**src/retransmit_wait_ack_queue_assert.svh**
```systemverilog
// assertion macros shared by the retransmit queue modules
`ifndef RETRANSMIT_WAIT_ACK_QUEUE_ASSERT_SVH
`define RETRANSMIT_WAIT_ACK_QUEUE_ASSERT_SVH

// same-cycle implication, disabled during reset
`define RWAQ_ASSERT_NOW(lbl, clk, rst_n, ante, cons, msg) \
	lbl: assert property (@(posedge clk) disable iff (!rst_n) (ante) |-> (cons)) \
		else $error(msg);

// next-cycle implication, disabled during reset
`define RWAQ_ASSERT_NEXT(lbl, clk, rst_n, ante, cons, msg) \
	lbl: assert property (@(posedge clk) disable iff (!rst_n) (ante) |=> (cons)) \
		else $error(msg);

`endif

```
**src/rwaq_pkg.sv**
```systemverilog
// shared types and constants of the retransmit queue
package rwaq_pkg;

	localparam int QUEUE_DEPTH = 5;
	localparam int IDX_W       = $clog2(QUEUE_DEPTH);

	localparam int CNT_W  = 24;
	localparam int IV_W   = 16;
	localparam int REP_W  = 8;
	localparam int DLY_W  = 16;
	localparam int CMD_W  = 8;
	localparam int HDL_W  = 4;
	localparam int ADDR_W = 16;
	localparam int EV_W   = 2;

	localparam int DIV_STEPS  = CNT_W;
	localparam int DIV_STEP_W = $clog2(DIV_STEPS + 1);

	localparam int CFG_IDX_W  = 2;
	localparam int CFG_DATA_W = 16;

	localparam logic [CFG_IDX_W-1:0] CFG_REPEAT   = 2'd0;
	localparam logic [CFG_IDX_W-1:0] CFG_INTERVAL = 2'd1;
	localparam logic [CFG_IDX_W-1:0] CFG_DELAY    = 2'd2;

	localparam logic [REP_W-1:0] REP_RESET = 8'd3;
	localparam logic [IV_W-1:0]  IV_RESET  = 16'd2000;
	localparam logic [DLY_W-1:0] DLY_RESET = 16'd0;

	localparam logic [ADDR_W-1:0] BROADCAST_ADDR = 16'hFFFF;

	localparam logic [EV_W-1:0] EV_TRANSMIT = 2'd0;
	localparam logic [EV_W-1:0] EV_TIMEOUT  = 2'd1;
	localparam logic [EV_W-1:0] EV_FULL     = 2'd2;

	typedef struct packed {
		logic [CNT_W-1:0] cnt;
		logic [CNT_W-1:0] wend;
		logic [IV_W-1:0]  iv;
		logic [CMD_W-1:0] cmd;
		logic [HDL_W-1:0] hdl;
	} entry_t;

	// controller to datapath
	typedef struct packed {
		logic capture;
		logic shift;
		logic place;
		logic div_start;
		logic apply;
	} ctrl_cmd_t;

	// datapath to controller
	typedef struct packed {
		logic head_zero;
		logic full;
		logic div_done;
		logic out_busy;
		logic apply_emits;
	} dpath_stat_t;

endpackage

```
**src/rwaq_rem.sv**
```systemverilog
// serial restoring remainder unit, one quotient bit per cycle
module rwaq_rem
	import rwaq_pkg::*;
(
	input  logic             clk,
	input  logic             arst_n,
	input  logic             start,
	input  logic [CNT_W-1:0] dividend,
	input  logic [IV_W-1:0]  divisor,
	output logic             done,
	output logic             rem_zero
);

	logic                  busy_q;
	logic                  done_q;
	logic [DIV_STEP_W-1:0] step_q;
	logic [CNT_W-1:0]      dvd_q;
	logic [IV_W-1:0]       dsr_q;
	logic [IV_W-1:0]       rem_q;
	logic [IV_W:0]         trial;
	logic [IV_W:0]         diff;
	logic                  ge;

	assign trial = {rem_q, dvd_q[CNT_W-1]};
	assign diff  = trial - {1'b0, dsr_q};
	assign ge    = trial >= {1'b0, dsr_q};

	always_ff @(posedge clk or negedge arst_n) begin
		if (!arst_n) begin
			busy_q <= 1'b0;
			done_q <= 1'b0;
			step_q <= '0;
		end else begin
			done_q <= 1'b0;
			if (start) begin
				busy_q <= 1'b1;
				step_q <= DIV_STEP_W'(DIV_STEPS);
			end else if (busy_q) begin
				step_q <= step_q - DIV_STEP_W'(1);
				if (step_q == DIV_STEP_W'(1)) begin
					busy_q <= 1'b0;
					done_q <= 1'b1;
				end
			end
		end
	end

	always_ff @(posedge clk) begin
		if (start) begin
			dvd_q <= dividend;
			dsr_q <= divisor;
			rem_q <= '0;
		end else if (busy_q) begin
			dvd_q <= {dvd_q[CNT_W-2:0], 1'b0};
			rem_q <= ge ? diff[IV_W-1:0] : trial[IV_W-1:0];
		end
	end

	assign done     = done_q;
	assign rem_zero = (rem_q == '0);

`include "retransmit_wait_ack_queue_assert.svh"

	`RWAQ_ASSERT_NOW(a_rem_bound, clk, arst_n, busy_q && (dsr_q != '0), rem_q < dsr_q, "partial remainder not below divisor")
	`RWAQ_ASSERT_NEXT(a_done_once, clk, arst_n, done_q, !done_q && !busy_q, "remainder done held over cycles")

endmodule

```
**src/rwaq_dpath.sv**
```systemverilog
// retransmit table, configuration, span product and result register
module rwaq_dpath
	import rwaq_pkg::*;
(
	input  logic                  clk,
	input  logic                  arst_n,
	input  ctrl_cmd_t             cmd,
	output dpath_stat_t           stat,
	input  logic [ADDR_W-1:0]     in_dest,
	input  logic [CMD_W-1:0]      in_cmd,
	input  logic [HDL_W-1:0]      in_hdl,
	input  logic                  cfg_we,
	input  logic [CFG_IDX_W-1:0]  cfg_index,
	input  logic [CFG_DATA_W-1:0] cfg_data,
	output logic                  m_valid,
	input  logic                  m_ready,
	output logic [EV_W-1:0]       m_ev,
	output logic [HDL_W-1:0]      m_hdl,
	output logic [CMD_W-1:0]      m_cmd,
	output logic                  m_ack
);

	entry_t            tbl_q [QUEUE_DEPTH];
	logic [REP_W-1:0]  rep_q;
	logic [IV_W-1:0]   iv_q;
	logic [DLY_W-1:0]  dly_q;
	logic              bcast_q;
	logic [ADDR_W-1:0] dest_q;
	logic [CMD_W-1:0]  cmd_q;
	logic [HDL_W-1:0]  hdl_q;
	logic [CNT_W-1:0]  span_q;

	logic              out_valid_q;
	logic [EV_W-1:0]   out_ev_q;
	logic [HDL_W-1:0]  out_hdl_q;
	logic [CMD_W-1:0]  out_cmd_q;
	logic              out_ack_q;

	logic [QUEUE_DEPTH-2:0] copy_en;
	logic [IDX_W-1:0]       free_idx;
	logic                   found;
	logic [CNT_W-1:0]       cnt_dec;
	logic                   send;
	logic                   rem_done;
	logic                   rem_zero;

	// entry i takes entry i+1 while no zero count has been met from entry 1 on
	always_comb begin
		copy_en[0] = 1'b1;
		for (int i = 1; i < QUEUE_DEPTH - 1; i++) begin
			copy_en[i] = copy_en[i-1] & (tbl_q[i].cnt != '0);
		end
	end

	// first free slot among all but the last
	always_comb begin
		found    = 1'b0;
		free_idx = '0;
		for (int i = QUEUE_DEPTH - 2; i >= 0; i--) begin
			if (tbl_q[i].cnt == '0) begin
				found    = 1'b1;
				free_idx = IDX_W'(i);
			end
		end
	end

	rwaq_rem u_rem (
		.clk      (clk),
		.arst_n   (arst_n),
		.start    (cmd.div_start),
		.dividend (tbl_q[0].cnt),
		.divisor  (tbl_q[0].iv),
		.done     (rem_done),
		.rem_zero (rem_zero)
	);

	assign cnt_dec = tbl_q[0].cnt - CNT_W'(1);
	assign send    = (tbl_q[0].iv != '0) && rem_zero && (tbl_q[0].cnt <= tbl_q[0].wend);

	always_comb begin
		stat.head_zero   = (tbl_q[0].cnt == '0);
		stat.full        = !found;
		stat.div_done    = rem_done;
		stat.out_busy    = out_valid_q;
		stat.apply_emits = (cnt_dec == '0) || send;
	end

	always_ff @(posedge clk or negedge arst_n) begin
		if (!arst_n) begin
			rep_q <= REP_RESET;
			iv_q  <= IV_RESET;
			dly_q <= DLY_RESET;
		end else if (cfg_we) begin
			case (cfg_index)
				CFG_REPEAT:   rep_q <= cfg_data[REP_W-1:0];
				CFG_INTERVAL: iv_q  <= cfg_data[IV_W-1:0];
				CFG_DELAY:    dly_q <= cfg_data[DLY_W-1:0];
				default:      ;
			endcase
		end
	end

	always_ff @(posedge clk) begin
		if (cmd.capture) begin
			dest_q <= in_dest;
			cmd_q  <= in_cmd;
			hdl_q  <= in_hdl;
		end
		if (cmd.shift) begin
			span_q <= CNT_W'(rep_q) * CNT_W'(iv_q);
		end
	end

	always_ff @(posedge clk or negedge arst_n) begin
		if (!arst_n) begin
			for (int i = 0; i < QUEUE_DEPTH; i++) begin
				tbl_q[i] <= '0;
			end
			bcast_q <= 1'b0;
		end else begin
			if (cmd.shift) begin
				bcast_q <= (dest_q == BROADCAST_ADDR);
				for (int i = 0; i < QUEUE_DEPTH - 1; i++) begin
					if (copy_en[i]) begin
						tbl_q[i] <= tbl_q[i+1];
					end
				end
			end
			if (cmd.place && found) begin
				tbl_q[free_idx].cnt  <= span_q + CNT_W'(dly_q);
				tbl_q[free_idx].wend <= span_q;
				tbl_q[free_idx].iv   <= iv_q;
				tbl_q[free_idx].cmd  <= cmd_q;
				tbl_q[free_idx].hdl  <= hdl_q;
			end
			if (cmd.apply) begin
				if (cnt_dec == '0) begin
					for (int i = 0; i < QUEUE_DEPTH; i++) begin
						tbl_q[i] <= '0;
					end
				end else begin
					tbl_q[0].cnt <= cnt_dec;
				end
			end
		end
	end

	// result register: loaded only when empty, the controller sees to that
	always_ff @(posedge clk or negedge arst_n) begin
		if (!arst_n) begin
			out_valid_q <= 1'b0;
		end else begin
			if (out_valid_q && m_ready) begin
				out_valid_q <= 1'b0;
			end
			if ((cmd.place && !found) || (cmd.apply && stat.apply_emits)) begin
				out_valid_q <= 1'b1;
			end
		end
	end

	always_ff @(posedge clk) begin
		if (cmd.place && !found) begin
			out_ev_q  <= EV_FULL;
			out_hdl_q <= hdl_q;
			out_cmd_q <= cmd_q;
			out_ack_q <= 1'b0;
		end else if (cmd.apply && stat.apply_emits) begin
			out_ev_q  <= (cnt_dec == '0) ? EV_TIMEOUT : EV_TRANSMIT;
			out_hdl_q <= tbl_q[0].hdl;
			out_cmd_q <= tbl_q[0].cmd;
			out_ack_q <= (cnt_dec == '0) ? bcast_q : 1'b0;
		end
	end

	assign m_valid = out_valid_q;
	assign m_ev    = out_ev_q;
	assign m_hdl   = out_hdl_q;
	assign m_cmd   = out_cmd_q;
	assign m_ack   = out_ack_q;

`include "retransmit_wait_ack_queue_assert.svh"

	`RWAQ_ASSERT_NEXT(a_timeout_clears, clk, arst_n, cmd.apply && (cnt_dec == '0), tbl_q[0].cnt == '0, "head not cleared after timeout")

endmodule

```
**src/rwaq_ctrl.sv**
```systemverilog
// sequencing state machine of the retransmit queue
module rwaq_ctrl
	import rwaq_pkg::*;
(
	input  logic        clk,
	input  logic        arst_n,
	input  logic        in_valid,
	input  logic        in_kind,
	output logic        in_ready,
	input  dpath_stat_t stat,
	output ctrl_cmd_t   cmd
);

	localparam logic [2:0] S_IDLE  = 3'd0;
	localparam logic [2:0] S_SHIFT = 3'd1;
	localparam logic [2:0] S_PLACE = 3'd2;
	localparam logic [2:0] S_TCHK  = 3'd3;
	localparam logic [2:0] S_DIV   = 3'd4;
	localparam logic [2:0] S_APPLY = 3'd5;

	logic [2:0] state_q;
	logic [2:0] state_d;

	assign in_ready = (state_q == S_IDLE);

	always_comb begin
		state_d       = state_q;
		cmd           = '0;
		case (state_q)
			S_IDLE: begin
				if (in_valid) begin
					cmd.capture = 1'b1;
					state_d     = in_kind ? S_SHIFT : S_TCHK;
				end
			end
			S_SHIFT: begin
				cmd.shift = 1'b1;
				state_d   = S_PLACE;
			end
			S_PLACE: begin
				if (!stat.full || !stat.out_busy) begin
					cmd.place = 1'b1;
					state_d   = S_IDLE;
				end
			end
			S_TCHK: begin
				if (stat.head_zero) begin
					state_d = S_IDLE;
				end else begin
					cmd.div_start = 1'b1;
					state_d       = S_DIV;
				end
			end
			S_DIV: begin
				if (stat.div_done) begin
					state_d = S_APPLY;
				end
			end
			S_APPLY: begin
				if (!stat.apply_emits || !stat.out_busy) begin
					cmd.apply = 1'b1;
					state_d   = S_IDLE;
				end
			end
			default: begin
				state_d = S_IDLE;
			end
		endcase
	end

	always_ff @(posedge clk or negedge arst_n) begin
		if (!arst_n) begin
			state_q <= S_IDLE;
		end else begin
			state_q <= state_d;
		end
	end

`include "retransmit_wait_ack_queue_assert.svh"

	`RWAQ_ASSERT_NOW(a_emit_free, clk, arst_n, (cmd.place && stat.full) || (cmd.apply && stat.apply_emits), !stat.out_busy, "result issued into occupied output")
	`RWAQ_ASSERT_NEXT(a_start_wait, clk, arst_n, cmd.div_start, state_q == S_DIV && !stat.div_done, "remainder started outside wait")

endmodule

```
**src/retransmit_wait_ack_queue.sv**
```systemverilog
// top level of the retransmit scheduler for unacknowledged packets
//
// channel   dir  handshake              payload
// s_axis    in   tvalid/tready          tuser: kind; tdata: dest, command, handle
// m_axis    out  tvalid/tready          tuser: event; tdata: handle, command, ack
// cfg       in   cfg_we (no wait)       cfg_index, cfg_data
//
// a submit runs through accept, table shift with span product, and slot placement
// a tick on an empty head goes straight back to idle; otherwise it waits on the
// 24-step serial remainder unit that tests the count against the interval
// reset clears the table, the broadcast flag and the state machine at once
// a new item is taken while a result still waits in the output register; the
// controller only holds when it must load a result and the register is full
module retransmit_wait_ack_queue
	import rwaq_pkg::*;
(
	input  logic                  clk,
	input  logic                  arst_n,
	input  logic                  s_axis_tvalid,
	output logic                  s_axis_tready,
	input  logic [31:0]           s_axis_tdata,  // dest_address, command_code, packet_handle
	input  logic [0:0]            s_axis_tuser,  // kind
	output logic                  m_axis_tvalid,
	input  logic                  m_axis_tready,
	output logic [15:0]           m_axis_tdata,  // out_handle, out_command, ack_status
	output logic [1:0]            m_axis_tuser,  // event_res
	input  logic                  cfg_we,
	input  logic [CFG_IDX_W-1:0]  cfg_index,
	input  logic [CFG_DATA_W-1:0] cfg_data
);

	ctrl_cmd_t   cmd;
	dpath_stat_t stat;
	logic [HDL_W-1:0] m_hdl;
	logic [CMD_W-1:0] m_cmd;
	logic             m_ack;

	// sequencer: one item at a time
	rwaq_ctrl u_ctrl (
		.clk      (clk),
		.arst_n   (arst_n),
		.in_valid (s_axis_tvalid),
		.in_kind  (s_axis_tuser[0]),
		.in_ready (s_axis_tready),
		.stat     (stat),
		.cmd      (cmd)
	);

	// table, registers, remainder unit and output register
	rwaq_dpath u_dpath (
		.clk       (clk),
		.arst_n    (arst_n),
		.cmd       (cmd),
		.stat      (stat),
		.in_dest   (s_axis_tdata[15:0]),
		.in_cmd    (s_axis_tdata[23:16]),
		.in_hdl    (s_axis_tdata[27:24]),
		.cfg_we    (cfg_we),
		.cfg_index (cfg_index),
		.cfg_data  (cfg_data),
		.m_valid   (m_axis_tvalid),
		.m_ready   (m_axis_tready),
		.m_ev      (m_axis_tuser),
		.m_hdl     (m_hdl),
		.m_cmd     (m_cmd),
		.m_ack     (m_ack)
	);

	// result transfer payload, padded to whole bytes
	assign m_axis_tdata = {3'b000, m_ack, m_cmd, m_hdl};

endmodule

```
**config.mk**
```make
export PLATFORM = sky130hd
export DESIGN_NAME = retransmit_wait_ack_queue
export DESIGN_NICKNAME = d
export VERILOG_FILES = /design/src/rwaq_pkg.sv /design/src/rwaq_rem.sv /design/src/rwaq_dpath.sv /design/src/rwaq_ctrl.sv /design/src/retransmit_wait_ack_queue.sv
export VERILOG_INCLUDE_DIRS = /design/src /design/src/src
export SDC_FILE = /design/constraint.sdc
export NUM_CORES = 1
export LEC_CHECK = 0
export ABC_AREA = 1
export BUFFER_PORTS_ARGS = -buffer_cell sky130_fd_sc_hd__clkbuf_2
export CAP_MARGIN = 15
export CELL_PAD_IN_SITES_DETAIL_PLACEMENT = 1
export CELL_PAD_IN_SITES_GLOBAL_PLACEMENT = 2
export CORE_ASPECT_RATIO = 2
export CORE_MARGIN = 2
export CORE_UTILIZATION = 25
export DETAILED_ROUTE_END_ITERATION = 10
export GPL_TIMING_DRIVEN = 0
export PLACE_DENSITY = 0.6
export SLEW_MARGIN = 20
export SYNTH_ARGS = -nofsm -noshare
export SYNTH_HDL_FRONTEND = slang
export SYNTH_SLANG_ARGS = --single-unit
```
**constraint.sdc**
```tcl
create_clock -name clk -period 5.5 [get_ports clk]
set_input_delay 0.275 -clock clk [delete_from_list [all_inputs] [get_ports clk]]
set_output_delay 0.275 -clock clk [all_outputs]
set_load 0.005 [all_outputs]
```
==> impl_metrics.sql <==
INSERT INTO impl_metrics (metric_group, metric, value, unit) VALUES
('run_status', 'status', 'finished, final reports clean', ''),
('setup_path', 'timing.critical_path.arrival', '5690', 'ps'),
('synth', 'synth_enable_flop_cells', '104', ''),
('grt', 'grt_overflow', '0', ''),
('clock_network', 'cts_max_level', '2', ''),
('grt', 'grt_usage', '22.3', '%'),
('clock_network', 'tritoncts', 'done', ''),
('clock_network', 'clk_transition_reported_paths', '70', 'ps'),
('timing', 'clock_skew', '28.6', 'ps'),
('synth', 'async_flop_share', '74.3', '%'),
('setup_path', 'cp_data_required_time', '5890', 'ps'),
('place', 'detailed_place_hpwl', '115000', 'um'),
('setup_path', 'critical_path.endpoint_type', 'flip-flop', ''),
('clock_network', 'clkLatencyLatePin', '650', 'ps'),
('grt', 'top_usage_layer', 'met2', ''),
('place', 'numPortBuffers', '68', ''),
('finish', 'layout_common_cells', '1,351 x sky130_fd_sc_hd__nand2_1, 510 x sky130_fd_sc_hd__inv_1, 358 x sky130_fd_sc_hd__nor2_1, 357 x sky130_fd_sc_hd__o21ai_0, 344 x sky130_fd_sc_hd__dfrtp_1', ''),
('synth', 'synth.cell_area', '0.0316', 'mm^2'),
('drt', 'drt_first_iter_violations', '1184', ''),
('timing', 'maxSlewHeadroom', '15.8', '%'),
('clock_network', 'numCtsBuffers', '50', ''),
('timing', 'timing_worst_slew_pin_value', '1250', 'ps'),
('synth', 'synth_fa_ha_area_share', '9.62', '%'),
('finish', 'nets', '4545', ''),
('floorplan', 'core.rowCount', '184', ''),
('floorplan', 'chipHeight', '506', 'um'),
('place', 'placement.setup.worst_slack', '-574', 'ps'),
('floorplan', 'floorplan.core_area', '0.125', 'mm^2'),
('min_path', 'hold_path_class', 'primary input to async pin', ''),
('synth', 'avgSynthCellArea', '7.60', 'um^2'),
('synth', 'synth_cell_types', '56', ''),
('setup_path', 'critPathLaunchType', 'flip-flop', ''),
('finish', 'mostFrequentLayoutCell', 'sky130_fd_sc_hd__nand2_1', ''),
('timing', 'setup_violations', '0', ''),
('grt', 'first_global_vias', '30956', ''),
('grt', 'globalRouteMet3Util', '1.45', '%'),
('grt', 'initial_antenna_violation_count', '2', ''),
('finish', 'drive_above_1_share', '9.75', '%'),
('synth', 'dominant_combinational_cell_family_by_area_after_synthesis', 'simple AND/OR/NAND/NOR gates', ''),
('drt', 'detail_route.wirelength', '142000', 'um'),
('finish', 'flow.area_growth_from_synthesis', '15.1', '%'),
('floorplan', 'die_w', '255', 'um'),
('synth', 'post_synth_and_or_nand_nor_area_fraction', '29.4', '%'),
('floorplan', 'io_pins', '76', ''),
('timing', 'fin_crit', '5300', 'ps'),
('timing', 'unrepaired_setup_endpoints_after_global_routing', 'false', ''),
('setup_path', 'crit_fanout', '10', ''),
('timing', 'max_freq', '189', 'MHz'),
('place', 'gp_congestion', '0.847', ''),
('synth', 'yosys.area_share.xor_xnor', '1.47', '%'),
('clock_network', 'max-clock-path-buffers', '3', ''),
('clock_network', 'cts.root.buffer_cell', 'sky130_fd_sc_hd__clkbuf_16', ''),
('floorplan', 'effective_utilization_at_floorplan', '25.2', '%'),
('job', 'max-cap-violations', '0', ''),
('setup_path', 'worst-setup-path-type', 'flip-flop to flip-flop', ''),
('grt', 'first_pass_grt_wire_length', '208000', 'um'),
('drt', 'dr_total_vias', '27833', ''),
('drt', 'firstDrtPassIters', '5', ''),
('synth', 'synth_flop_cell', 'sky130_fd_sc_hd__dfrtp_1', ''),
('synth', 'yosysSeqAreaShare', '39.4', '%'),
('finish', 'final_cell_utilization_of_the_core', '28.9', '%'),
('grt', 'grt_use_met1', '21.2', '%'),
('synth', 'synthesis.instances', '4152', ''),
('drt', 'route.detailed.vias_per_inst', '4.63', ''),
('pwr', 'p_leak', '0.0184', 'uW'),
('setup_path', 'critPathLaunch', 'u_dpath.rep_q[4]', ''),
('synth', 'synth_warnings', '0', ''),
('clock_network', 'cts_setup_buffers', '0', ''),
('timing', 'setup_slack', '199', 'ps'),
('synth', 'synth-compound-area-share', '10.2', '%'),
('setup_path', 'timing.rr.start', 'u_dpath.rep_q[4]', '');
area by class of cell:
cell class	instances	area [um^2]	share of cell area, %
tap	1674	2090	5.77
clock inverter	35	428	1.18
clock buffer	59	1340	3.68
antenna	1	2.50	0.00689
timing repair buffer	110	897	2.47
multi-input combinational	2946	16100	44.4
inverter	516	1940	5.33
buffer	195	1050	2.90
sequential	479	12400	34.2
kinds of logic (layout without fill, tap and decap cells):
family / Yosys count / in the layout
simple gates: 2114 / 2114
mux: 7 / 7
flops: 479 / 479
other cells: 1 / 4
fa+ha+maj: 191 / 191
compound gates: 578 / 578
buf+inv: 729 / 915
xor+xnor: 53 / 53
worst paths after layout:
kind,end,slack (ps),depth (start not counted)
worst max-delay path,u_dpath.span_q[20],200,18
worst min-delay path,u_dpath.tbl_q[136],60,2
worst max register to register,u_dpath.span_q[20],200,18
worst min register to register,u_dpath.u_rem.rem_q[11],490,2
max in group asynchronous,u_dpath.rep_q[1],3580,6
min in group clk,u_dpath.dly_q[0],60,3
routing by layer:
| layer | wire, um | vias to the layer above |
|---|---|---|
| li1 | - | 13339 |
| met1 | 47700 | 13862 |
| met2 | 82600 | 386 |
| met3 | 2420 | 246 |
| met4 | 9010 | 0 |
| met5 | 0 | - |
cells in the mapped netlist, drive strengths merged, types with 4 or more instances:
cell,instances,share of area [%]
dfrtp,348,28
ha,105,4.2
dfstp,8,0.67
dfxtp,19,1.2
a21oi,92,1.5
a31o,14,0.39
nor4,10,0.20
inv,513,6.1
clkbuf,142,1.7
o21a,25,0.59
o211ai,54,1.3
nor2,491,8.6
and2,10,0.20
nand4,39,0.77
edfxtp,104,9.9
buf,71,1.8
mux2,6,0.21
a21o,9,0.21
xnor2,20,0.56
nand2,1358,16
nor3,19,0.33
xor2,33,0.92
fa,86,5.5
a21boi,4,0.11
nand3,180,2.9
o22ai,5,0.099
o21ai,361,5.7
stage by stage:
step / instances / total power, uW / hold slack, ps / setup TNS [ps] / cell area, um^2
2_1_floorplan: 4154 / 13700 / -20.6 / 0 / 31600
3_3_place_gp: 5896 / 18500 / 453 / -1852290 / 34000
3_5_place_dp: 5906 / 18800 / 181 / -2820 / 34300
4_1_cts: 6021 / 22700 / 33.9 / 0 / 36300
5_1_grt: 6015 / 24100 / 71.2 / 0 / 36300
6_report: 6015 / 22300 / 62.5 / 0 / 36300
worst max-delay path, cell delays in order (launching register included):
cell and delay (ps):
sky130_fd_sc_hd__dfrtp_2 530, sky130_fd_sc_hd__clkbuf_2 380, sky130_fd_sc_hd__nand2_1 90, sky130_fd_sc_hd__inv_1 90
sky130_fd_sc_hd__fa_1 440, sky130_fd_sc_hd__fa_1 530, sky130_fd_sc_hd__fa_1 500, sky130_fd_sc_hd__inv_1 60
sky130_fd_sc_hd__fa_1 560, sky130_fd_sc_hd__inv_1 60, sky130_fd_sc_hd__ha_1 360, sky130_fd_sc_hd__a21oi_1 250
sky130_fd_sc_hd__a21boi_0 300, sky130_fd_sc_hd__o21ai_0 180, sky130_fd_sc_hd__a31oi_1 250, sky130_fd_sc_hd__o21bai_1 140
sky130_fd_sc_hd__nand2_1 70, sky130_fd_sc_hd__nand2_1 60, sky130_fd_sc_hd__xor2_1 150
registers in the layout, summed over array words and instances (netlist names), 5 cells and up:
signal,flops
u_dpath.tbl_q,304
u_dpath.span_q,24
u_dpath.u_rem.dvd_q,24
u_dpath.dest_q,16
u_dpath.dly_q,16
u_dpath.iv_q,16
u_dpath.u_rem.dsr_q,16
u_dpath.u_rem.rem_q,16
u_dpath.cmd_q,8
u_dpath.m_cmd,8
u_dpath.rep_q,8
u_dpath.u_rem.step_q,5
where the power goes:
group	switching (uW)	internal, uW
sequential	1210	5080
clock	1690	2130
combinational	8280	3960
what timing repair did:
action | in CTS | in global routing
setup endpoints to repair | 12 | 5
hold endpoints to repair | 115 | 0
hold buffers | 32 | 0
resized for setup | 11 | 9
No activity file was read; power rests on OpenSTA's default activity.
